File: config.mk
export PLATFORM = sky130hd
export DESIGN_NAME = address_range_dispatch_table
export DESIGN_NICKNAME = d
export VERILOG_FILES = /design/src/rtl/core/ardt_pkg.sv /design/src/rtl/core/ardt_floor.sv /design/src/rtl/core/ardt_table.sv /design/src/rtl/core/address_range_dispatch_table.sv
export SDC_FILE = /design/constraint.sdc
export NUM_CORES = 2
export LEC_CHECK = 0
export ABC_AREA = 1
export ABC_CLOCK_PERIOD_IN_PS = 20300
export CAP_MARGIN = 20
export CORE_UTILIZATION = 55
export DETAILED_ROUTE_END_ITERATION = 10
export DONT_BUFFER_PORTS = 1
export HOLD_SLACK_MARGIN = 0.03
export PLACE_DENSITY = 0.73
export SKIP_LAST_GASP = 1
export SLEW_MARGIN = 10
export SYNTH_ARGS = -nofsm -noshare
export SYNTH_HDL_FRONTEND = slang
export SYNTH_SLANG_ARGS = --single-unit
File: constraint.sdc
create_clock -name clk -period 20.3 [get_ports clk]
set_input_delay 6.09 -clock clk [delete_from_list [all_inputs] [get_ports clk]]
set_output_delay 6.09 -clock clk [all_outputs]
set_load 0.02 [all_outputs]
File: src/rtl/core/ardt_pkg.sv
// Shared types and codes for the address range dispatch table.
// Transaction structs, opcode and status codes, table command struct.
// No dependencies.
`default_nettype none

package ardt_pkg;

  // Field widths of the transactions
  localparam int unsigned ADDR_W   = 32;
  localparam int unsigned TARGET_W = 4;
  localparam int unsigned SIZE_W   = 4;
  localparam int unsigned DATA_W   = 64;
  localparam int unsigned STATUS_W = 3;

  // Data returned by a read that hits no region
  localparam logic [DATA_W-1:0] MISS_DATA = 64'h0000_0000_FFFF_FFFF;

  typedef enum logic [1:0] {
    OP_REGISTER   = 2'd0,
    OP_UNREGISTER = 2'd1,
    OP_READ       = 2'd2,
    OP_WRITE      = 2'd3
  } op_e_t;

  typedef enum logic [STATUS_W-1:0] {
    ST_DONE      = 3'd0,
    ST_CONFLICT  = 3'd1,
    ST_DUPLICATE = 3'd2,
    ST_FULL      = 3'd3,
    ST_NOT_FOUND = 3'd4,
    ST_UNMAPPED  = 3'd5
  } status_e_t;

  typedef struct packed {
    op_e_t               opcode;
    logic [ADDR_W-1:0]   address;
    logic [ADDR_W-1:0]   limit_address;
    logic [ADDR_W-1:0]   region_offset;
    logic [TARGET_W-1:0] target_id;
    logic [SIZE_W-1:0]   access_size;
    logic [DATA_W-1:0]   write_data;
  } in_item_t;

  typedef struct packed {
    logic [STATUS_W-1:0] status;
    logic [TARGET_W-1:0] routed_target;
    logic [ADDR_W-1:0]   routed_address;
    logic [SIZE_W-1:0]   routed_size;
    logic [DATA_W-1:0]   routed_data;
    logic                routed_is_write;
  } out_item_t;

  // Table update request, applied at the clock edge the transaction retires
  typedef struct packed {
    logic insert;
    logic remove;
  } tbl_cmd_t;

endpackage

`default_nettype wire

File: src/rtl/core/ardt_floor.sv
// Floor search: finds the valid entry with the greatest begin not above a key.
// Balanced compare tree, lower index wins on equal begins.
// Depends on nothing beyond its parameters.
`default_nettype none

module ardt_floor #(
  parameter int unsigned ENTRIES = 16,
  parameter int unsigned EW      = 32
) (
  input  wire logic [ENTRIES-1:0] valid_i,
  input  wire logic [EW-1:0]      begin_i [ENTRIES],
  input  wire logic [EW-1:0]      key_i,
  output logic                    found_o,
  output logic [$clog2(ENTRIES)-1:0] idx_o
);

  localparam int unsigned LV    = $clog2(ENTRIES);
  localparam int unsigned LEAFS = 1 << LV;
  localparam int unsigned NODES = 2 * LEAFS - 1;

  typedef struct packed {
    logic          found;
    logic [EW-1:0] bgn;
    logic [LV-1:0] idx;
  } node_t;

  node_t nodes [NODES];

  // Leaves: one candidate per entry, padding leaves never match
  for (genvar i = 0; i < LEAFS; i++) begin : g_leaf
    if (i < ENTRIES) begin : g_real
      assign nodes[LEAFS-1+i].found = valid_i[i] && (begin_i[i] <= key_i);
      assign nodes[LEAFS-1+i].bgn   = begin_i[i];
      assign nodes[LEAFS-1+i].idx   = LV'(i);
    end else begin : g_pad
      assign nodes[LEAFS-1+i] = '0;
    end
  end

  // Inner nodes: right child replaces left only with a strictly greater begin
  for (genvar n = 0; n < LEAFS - 1; n++) begin : g_node
    logic take_right;
    assign take_right = nodes[2*n+2].found &&
                        (!nodes[2*n+1].found || (nodes[2*n+2].bgn > nodes[2*n+1].bgn));
    assign nodes[n] = take_right ? nodes[2*n+2] : nodes[2*n+1];
  end

  assign found_o = nodes[0].found;
  assign idx_o   = nodes[0].idx;

endmodule

`default_nettype wire

File: src/rtl/core/ardt_table.sv
// Region table storage: valid bits, begin, end, offset and target per entry.
// Also finds the lowest free slot and the entry matching a begin for removal.
// Depends on ardt_pkg.
`default_nettype none

module ardt_table #(
  parameter int unsigned ENTRIES = 16,
  parameter int unsigned EW      = 32
) (
  input  wire logic                    clk,
  input  wire logic                    rst_n,
  input  wire ardt_pkg::tbl_cmd_t      cmd_i,
  input  wire logic [$clog2(ENTRIES)-1:0] ins_idx_i,
  input  wire logic [$clog2(ENTRIES)-1:0] rem_idx_i,
  input  wire logic [EW-1:0]           new_begin_i,
  input  wire logic [EW-1:0]           new_end_i,
  input  wire logic [EW-1:0]           new_offset_i,
  input  wire logic [ardt_pkg::TARGET_W-1:0] new_target_i,
  output logic [ENTRIES-1:0]           valid_o,
  output logic [EW-1:0]                begin_o  [ENTRIES],
  output logic [EW-1:0]                end_o    [ENTRIES],
  output logic [EW-1:0]                offset_o [ENTRIES],
  output logic [ardt_pkg::TARGET_W-1:0] target_o [ENTRIES],
  output logic                         free_found_o,
  output logic [$clog2(ENTRIES)-1:0]   free_idx_o,
  output logic                         match_found_o,
  output logic [$clog2(ENTRIES)-1:0]   match_idx_o
);

  import ardt_pkg::*;

  localparam int unsigned IW = $clog2(ENTRIES);

  logic [ENTRIES-1:0]  valid_r;
  logic [EW-1:0]       begin_r  [ENTRIES];
  logic [EW-1:0]       end_r    [ENTRIES];
  logic [EW-1:0]       offset_r [ENTRIES];
  logic [TARGET_W-1:0] target_r [ENTRIES];

  // Valid bits: set on insert, cleared on remove
  always_ff @(posedge clk) begin
    if (!rst_n) begin
      valid_r <= '0;
    end else begin
      if (cmd_i.insert) begin
        valid_r[ins_idx_i] <= 1'b1;
      end
      if (cmd_i.remove) begin
        valid_r[rem_idx_i] <= 1'b0;
      end
    end
  end

  // Region payload, meaningful only while valid
  always_ff @(posedge clk) begin
    if (cmd_i.insert) begin
      begin_r[ins_idx_i]  <= new_begin_i;
      end_r[ins_idx_i]    <= new_end_i;
      offset_r[ins_idx_i] <= new_offset_i;
      target_r[ins_idx_i] <= new_target_i;
    end
  end

  // Lowest free slot
  always_comb begin
    free_found_o = 1'b0;
    free_idx_o   = '0;
    for (int i = ENTRIES - 1; i >= 0; i--) begin
      if (!valid_r[i]) begin
        free_found_o = 1'b1;
        free_idx_o   = IW'(i);
      end
    end
  end

  // Lowest valid entry whose begin equals the key
  always_comb begin
    match_found_o = 1'b0;
    match_idx_o   = '0;
    for (int i = ENTRIES - 1; i >= 0; i--) begin
      if (valid_r[i] && (begin_r[i] == new_begin_i)) begin
        match_found_o = 1'b1;
        match_idx_o   = IW'(i);
      end
    end
  end

  assign valid_o  = valid_r;
  assign begin_o  = begin_r;
  assign end_o    = end_r;
  assign offset_o = offset_r;
  assign target_o = target_r;

endmodule

`default_nettype wire

File: src/rtl/core/address_range_dispatch_table.sv
// Top level of the address range dispatch table: input stage, decision logic,
// result register. Depends on ardt_pkg, ardt_table and ardt_floor.
//
//   Channel | Direction | Handshake           | Payload
//   in_     | input     | in_valid / in_stall  | ardt_pkg::in_item_t
//   out_    | output    | out_valid / out_stall| ardt_pkg::out_item_t
//
// One transaction per cycle sustained while out_stall is low. An accepted
// transaction waits in the input register, moves to the result register
// (out_valid rises then) and can be taken from there.
// Table lookup, slot choice and update all happen in the cycle a transaction
// leaves the input register, so the next transaction sees the updated table.
// Synchronous active-low reset clears the valid bits and both stage valids.
// A stalled result holds a filled input register; in_stall rises only then.
`default_nettype none

module address_range_dispatch_table #(
  parameter int unsigned ENTRIES   = 16,
  parameter int unsigned ADDR_BITS = 32
) (
  input  wire logic                 clk,
  input  wire logic                 rst_n,
  input  wire logic                 in_valid,
  output logic                      in_stall,
  input  wire ardt_pkg::in_item_t   in_data,
  output logic                      out_valid,
  input  wire logic                 out_stall,
  output ardt_pkg::out_item_t       out_data
);

  import ardt_pkg::*;

  localparam int unsigned IW = $clog2(ENTRIES);
  // Addresses are masked to both the field width and ADDR_BITS
  localparam int unsigned EW = (ADDR_BITS < ADDR_W) ? ADDR_BITS : ADDR_W;

  // Stage registers
  logic      stg_v_r;
  in_item_t  stg_r;
  logic      out_v_r;
  out_item_t out_r;
  out_item_t res_nxt;
  logic      advance;

  // Table signals
  tbl_cmd_t            cmd;
  logic [ENTRIES-1:0]  tbl_valid;
  logic [EW-1:0]       tbl_begin  [ENTRIES];
  logic [EW-1:0]       tbl_end    [ENTRIES];
  logic [EW-1:0]       tbl_offset [ENTRIES];
  logic [TARGET_W-1:0] tbl_target [ENTRIES];
  logic                free_found;
  logic [IW-1:0]       free_idx;
  logic                match_found;
  logic [IW-1:0]       match_idx;
  logic                fl_found;
  logic [IW-1:0]       fl_idx;

  // Masked fields of the transaction in the input register
  logic [EW-1:0] key;
  logic [EW-1:0] lim;
  logic [EW-1:0] off;
  logic [EW-1:0] beg_k;
  logic [EW-1:0] end_k;
  logic [EW-1:0] rebased;

  assign key = stg_r.address[EW-1:0];
  assign lim = stg_r.limit_address[EW-1:0];
  assign off = stg_r.region_offset[EW-1:0];

  // Handshake: input register moves whenever the result register can take it
  assign advance  = stg_v_r && !(out_v_r && out_stall);
  assign in_stall = stg_v_r && out_v_r && out_stall;

  always_ff @(posedge clk) begin
    if (!rst_n) begin
      stg_v_r <= 1'b0;
    end else if (!in_stall) begin
      stg_v_r <= in_valid;
    end
  end

  always_ff @(posedge clk) begin
    if (in_valid && !in_stall) begin
      stg_r <= in_data;
    end
  end

  ardt_table #(
    .ENTRIES (ENTRIES),
    .EW      (EW)
  ) u_table (
    .clk           (clk),
    .rst_n         (rst_n),
    .cmd_i         (cmd),
    .ins_idx_i     (free_idx),
    .rem_idx_i     (match_idx),
    .new_begin_i   (key),
    .new_end_i     (lim),
    .new_offset_i  (off),
    .new_target_i  (stg_r.target_id),
    .valid_o       (tbl_valid),
    .begin_o       (tbl_begin),
    .end_o         (tbl_end),
    .offset_o      (tbl_offset),
    .target_o      (tbl_target),
    .free_found_o  (free_found),
    .free_idx_o    (free_idx),
    .match_found_o (match_found),
    .match_idx_o   (match_idx)
  );

  ardt_floor #(
    .ENTRIES (ENTRIES),
    .EW      (EW)
  ) u_floor (
    .valid_i (tbl_valid),
    .begin_i (tbl_begin),
    .key_i   (key),
    .found_o (fl_found),
    .idx_o   (fl_idx)
  );

  // Selected region and rebased address
  assign beg_k   = tbl_begin[fl_idx];
  assign end_k   = tbl_end[fl_idx];
  assign rebased = key - beg_k + tbl_offset[fl_idx];

  // Decision: result fields and table update for the current transaction
  always_comb begin
    res_nxt    = '0;
    cmd.insert = 1'b0;
    cmd.remove = 1'b0;
    case (stg_r.opcode)
      OP_REGISTER: begin
        if (fl_found && (end_k >= lim)) begin
          res_nxt.status = ST_CONFLICT;
        end else if (fl_found && (beg_k == key)) begin
          res_nxt.status = ST_DUPLICATE;
        end else if (!free_found) begin
          res_nxt.status = ST_FULL;
        end else begin
          res_nxt.status = ST_DONE;
          cmd.insert     = advance;
        end
      end
      OP_UNREGISTER: begin
        if (match_found) begin
          res_nxt.status = ST_DONE;
          cmd.remove     = advance;
        end else begin
          res_nxt.status = ST_NOT_FOUND;
        end
      end
      OP_READ, OP_WRITE: begin
        if (fl_found && (end_k > key)) begin
          res_nxt.status         = ST_DONE;
          res_nxt.routed_target  = tbl_target[fl_idx];
          res_nxt.routed_address = ADDR_W'(rebased);
          res_nxt.routed_size    = stg_r.access_size;
          if (stg_r.opcode == OP_WRITE) begin
            res_nxt.routed_data     = stg_r.write_data;
            res_nxt.routed_is_write = 1'b1;
          end
        end else begin
          res_nxt.status = ST_UNMAPPED;
          if (stg_r.opcode == OP_READ) begin
            res_nxt.routed_data = MISS_DATA;
          end
        end
      end
      default: begin
        res_nxt = '0;
      end
    endcase
  end

  // Result register
  always_ff @(posedge clk) begin
    if (!rst_n) begin
      out_v_r <= 1'b0;
    end else if (advance) begin
      out_v_r <= 1'b1;
    end else if (!out_stall) begin
      out_v_r <= 1'b0;
    end
  end

  always_ff @(posedge clk) begin
    if (advance) begin
      out_r <= res_nxt;
    end
  end

  assign out_valid = out_v_r;
  assign out_data  = out_r;

  // Checks on table bookkeeping and stage flow
  a_insert_count: assert property (@(posedge clk) disable iff (!rst_n)
    cmd.insert |=> ($countones(tbl_valid) == $past($countones(tbl_valid)) + 1))
    else $error("insert did not add exactly one valid entry");

  a_remove_count: assert property (@(posedge clk) disable iff (!rst_n)
    cmd.remove |=> ($countones(tbl_valid) == $past($countones(tbl_valid)) - 1))
    else $error("remove did not drop exactly one valid entry");

  a_full_only_when_full: assert property (@(posedge clk) disable iff (!rst_n)
    (advance && (stg_r.opcode == OP_REGISTER) && (res_nxt.status == ST_FULL))
      |-> (&tbl_valid))
    else $error("table full reported with a free slot");

  a_result_from_stage: assert property (@(posedge clk) disable iff (!rst_n)
    (out_valid && !$past(out_valid)) |-> $past(stg_v_r))
    else $error("result appeared without a transaction in the input stage");

endmodule

`default_nettype wire
==> results.toml <==
[synth]
synthesis.nets = 11630
ys_ff_latch = 1896
async_reset_ff_share_pct = 0
synth_ff_type = "edfxtp_1"
synth_cells = 10310
synth_edf_count = 1878
seq_area_frac_synth_pct = 53.90
yosysWarningCount = 0
synth_cell_type_count = 63
synth.avg_cell_area_sq_um = 10.21
synth_area_sq_um = 105300

[die]
die_h_um = 439.5
die-area_sq_um = 193200
coreArea_sq_um = 190200
initial_utilization_pct = 55.37
row_count = 160
io_pins = 284
fp.dieW_um = 439.5

[pwr]
powerDensity_nw_per_um2 = 72.14
p_leak_nw = 48.02
irDropWorstVdd_v = 0.0001004

[sta]
hold_viol = 0
fin_tns_setup_ps = 0
rsz0062_at_grt = "false"
slew_headroom_pct = 16.61
report.final.slew_viol_count = 0
clock_skew_ps = 61.49
worst_slew_pin_slew_ps = 1248
fin_crit_sh_pct = 96.28
setup_viol = 0
fmaxAchievable_mhz = 51.16
timing.final.crit_period_ps = 19550

[setup_path]
critPathArrivalTime_ps = 20080
r2r_cells = 69
crit_type = "reg2reg"
required_ps = 20840
setup.worst_path.start = "key[15]"
cp_max_fo = 115
critPathSlowestCell = "nor3b_1"
cp_slowest_stage_delay_ps = 1050
worstReg2RegStart = "key[15]"
crit_top_cell = "nand2_1"
crit_path_end_kind = "flip-flop"
critPathLaunchType = "flip-flop"

[global_route]
antenna_found_initial = 34
grt_pass1_vias = 78680
grt.overflow.total = 0
grt_pass1_wl_um = 556800
grt_max_degree = 163
grt_use_total_pct = 40.56

[layout]
fill_cells = 15150
area_growth_pct = 12.34
final_nets = 11890
drive_above_1_share_pct = 8.371
multi_input_area_sq_um = 43650
fin_cells = 13250
seq_area_sq_um = 56750

[placed_design]
gp_congestion = 1.098
dp.cells = 12880
placement.io_buffers = 0
post-dp-hpwl_um = 286400

[cts]
clkSinkCount = 1896
cts_max_path_buffers = 3
clkTransAtPathRegs_ps = 60
post_cts_resized = 0
postCtsHoldBufs = 0
numCtsBuffers = 196
cts_root_buf = "clkbuf_16"
cts_setup_buffers = 0
cts_tree = "done"
worstSkewPairLatency_ps = 890
h-tree-depth = 4

[worst_hold_path]
hold_depth = 2
min_from = "stg_r[19]"
holdCritPathClass = "reg2reg"

[routing]
firstDrtPassIters = 7
wl_um = 397700
vias_per_cell = 6.362
first_iter_violations = 11830
antenna_left = 0
drc = 0
routedWlPerCell_um = 30.01
vias = 84310

[run]
maxCapViolations = 0

[run_status]
status = "complete, no violations"
==> stage by stage <==
| step | power [W] | area, sq um | hold WS [ps] | setup slack (ps) | utilization (%) |
|---|---|---|---|---|---|
| 2_1_floorplan | 0.004686 | 105300 | 453.5 | 3937 | - |
| 3_3_place_gp | 0.004884 | 111600 | 492.6 | 1174 | 58.70 |
| 3_5_place_dp | 0.004896 | 111700 | 497.0 | 1394 | 58.72 |
| 4_1_cts | 0.008540 | 118200 | 509.0 | 1255 | 62.16 |
| 5_1_grt | 0.008720 | 118300 | 532.7 | 121.2 | 62.19 |
| 6_report | 0.008534 | 118300 | 505.9 | 754.4 | 62.20 |
==> where the power goes <==
group / leakage, nW / switching [W] / total (W) / internal, W
Combinational: 27.6 / 0.000282 / 0.000420 / 0.000138
Clock: 3.17 / 0.00161 / 0.00371 / 0.00210
Sequential: 17.2 / 0.0000617 / 0.00441 / 0.00435
==> path summary, 6_finish.rpt <==
kind                           to  slack, ps
min                  out_data[20]        510
max reg2reg  u_table.begin_o[457]        750
min reg2reg          out_data[20]        510
max          u_table.begin_o[457]        750
==> cells in the final DEF (no fill, tap or decap), types with 99 or more instances in the layout <==
master / n
buf_4: 394
a21oi_1: 742
inv_1: 798
clkbuf_16: 201
nand2_1: 2255
o211ai_1: 250
nor2_1: 653
nand3_1: 544
buf_12: 99
edfxtp_1: 1878
o21ai_0: 886
ha_1: 1118
==> worst max-delay path: cells and delay by family, from the launching register on <==
kind,cells,cell delay [ps]
AO/OA/AOI/OAI,10,2430
adder cells (fa/ha/maj),5,1820
buffers and inverters,13,5020
flip-flops,1,940
AND/OR/NAND/NOR,41,8740
==> final cells by class <==
cell class | count | share of cell area, %
Clock inverter | 129 | 1.190
Multi-Input combinational cell | 7148 | 36.90
Inverter | 830 | 2.716
Sequential cell | 1896 | 47.98
Clock buffer | 230 | 4.344
Timing Repair Buffer | 494 | 4.180
Antenna cell | 14 | 0.02962
Tap cell | 2511 | 2.656
==> cell families (layout without fill, tap and decap cells) <==
family	Yosys count	after routing	synth area share (%)
adder cells (fa/ha/maj)	1149	1149	13.87
AND/OR/NAND/NOR	3698	3698	14.51
AO/OA/AOI/OAI	2232	2232	12.29
flip-flops	1896	1896	53.90
multiplexers	60	60	0.5704
buffers and inverters	1266	1683	4.786
XOR/XNOR	9	9	0.07486
other	0	14	0
==> layer usage <==
metal | routed length (um) | vias to the layer above | GRT usage [%]
met3 | 46230 | 1019 | 9.597
met5 | 138 | - | 0
met4 | 28010 | 20 | 24.83
met1 | 151500 | 40520 | 53.99
met2 | 171900 | 5322 | 60.09
li1 | - | 37430 | -
==> flip-flops by register name, indices dropped and copies added (netlist names) <==
signal / cells
key: 32
u_table.valid_o: 16
u_table.begin_o: 512
u_table.end_o: 512
off: 32
stg_r: 74
u_table.offset_o: 512
out_data: 108
lim: 32
out_valid: 1
stg_v_r: 1
u_table.target_o: 64
==> Yosys cell counts, drive strengths merged (5+ instances only) <==
cell | instances | share of area (%)
nor4 | 21 | 0.16
buf | 204 | 1.0
o211ai | 250 | 1.8
edfxtp | 1878 | 54
inv | 823 | 2.9
mux2i | 60 | 0.57
nand4 | 106 | 0.68
a21o | 16 | 0.11
nor2 | 664 | 2.4
o21bai | 12 | 0.086
clkinv | 7 | 0.025
nand3 | 550 | 2.7
o22ai | 30 | 0.18
nor3 | 60 | 0.31
ha | 1118 | 13
o32ai | 44 | 0.37
xnor2 | 5 | 0.042
a31oi | 11 | 0.065
a32o | 66 | 0.63
o221ai | 65 | 0.54
a211oi | 9 | 0.064
nand2 | 2278 | 8.2
fa | 31 | 0.59
nand3b | 7 | 0.050
o21ai | 907 | 4.3
clkbuf | 232 | 0.83
dfxtp | 18 | 0.34
a21oi | 754 | 3.6
o21a | 48 | 0.34
a21boi | 6 | 0.046
Power figures use the tool's default switching activity.
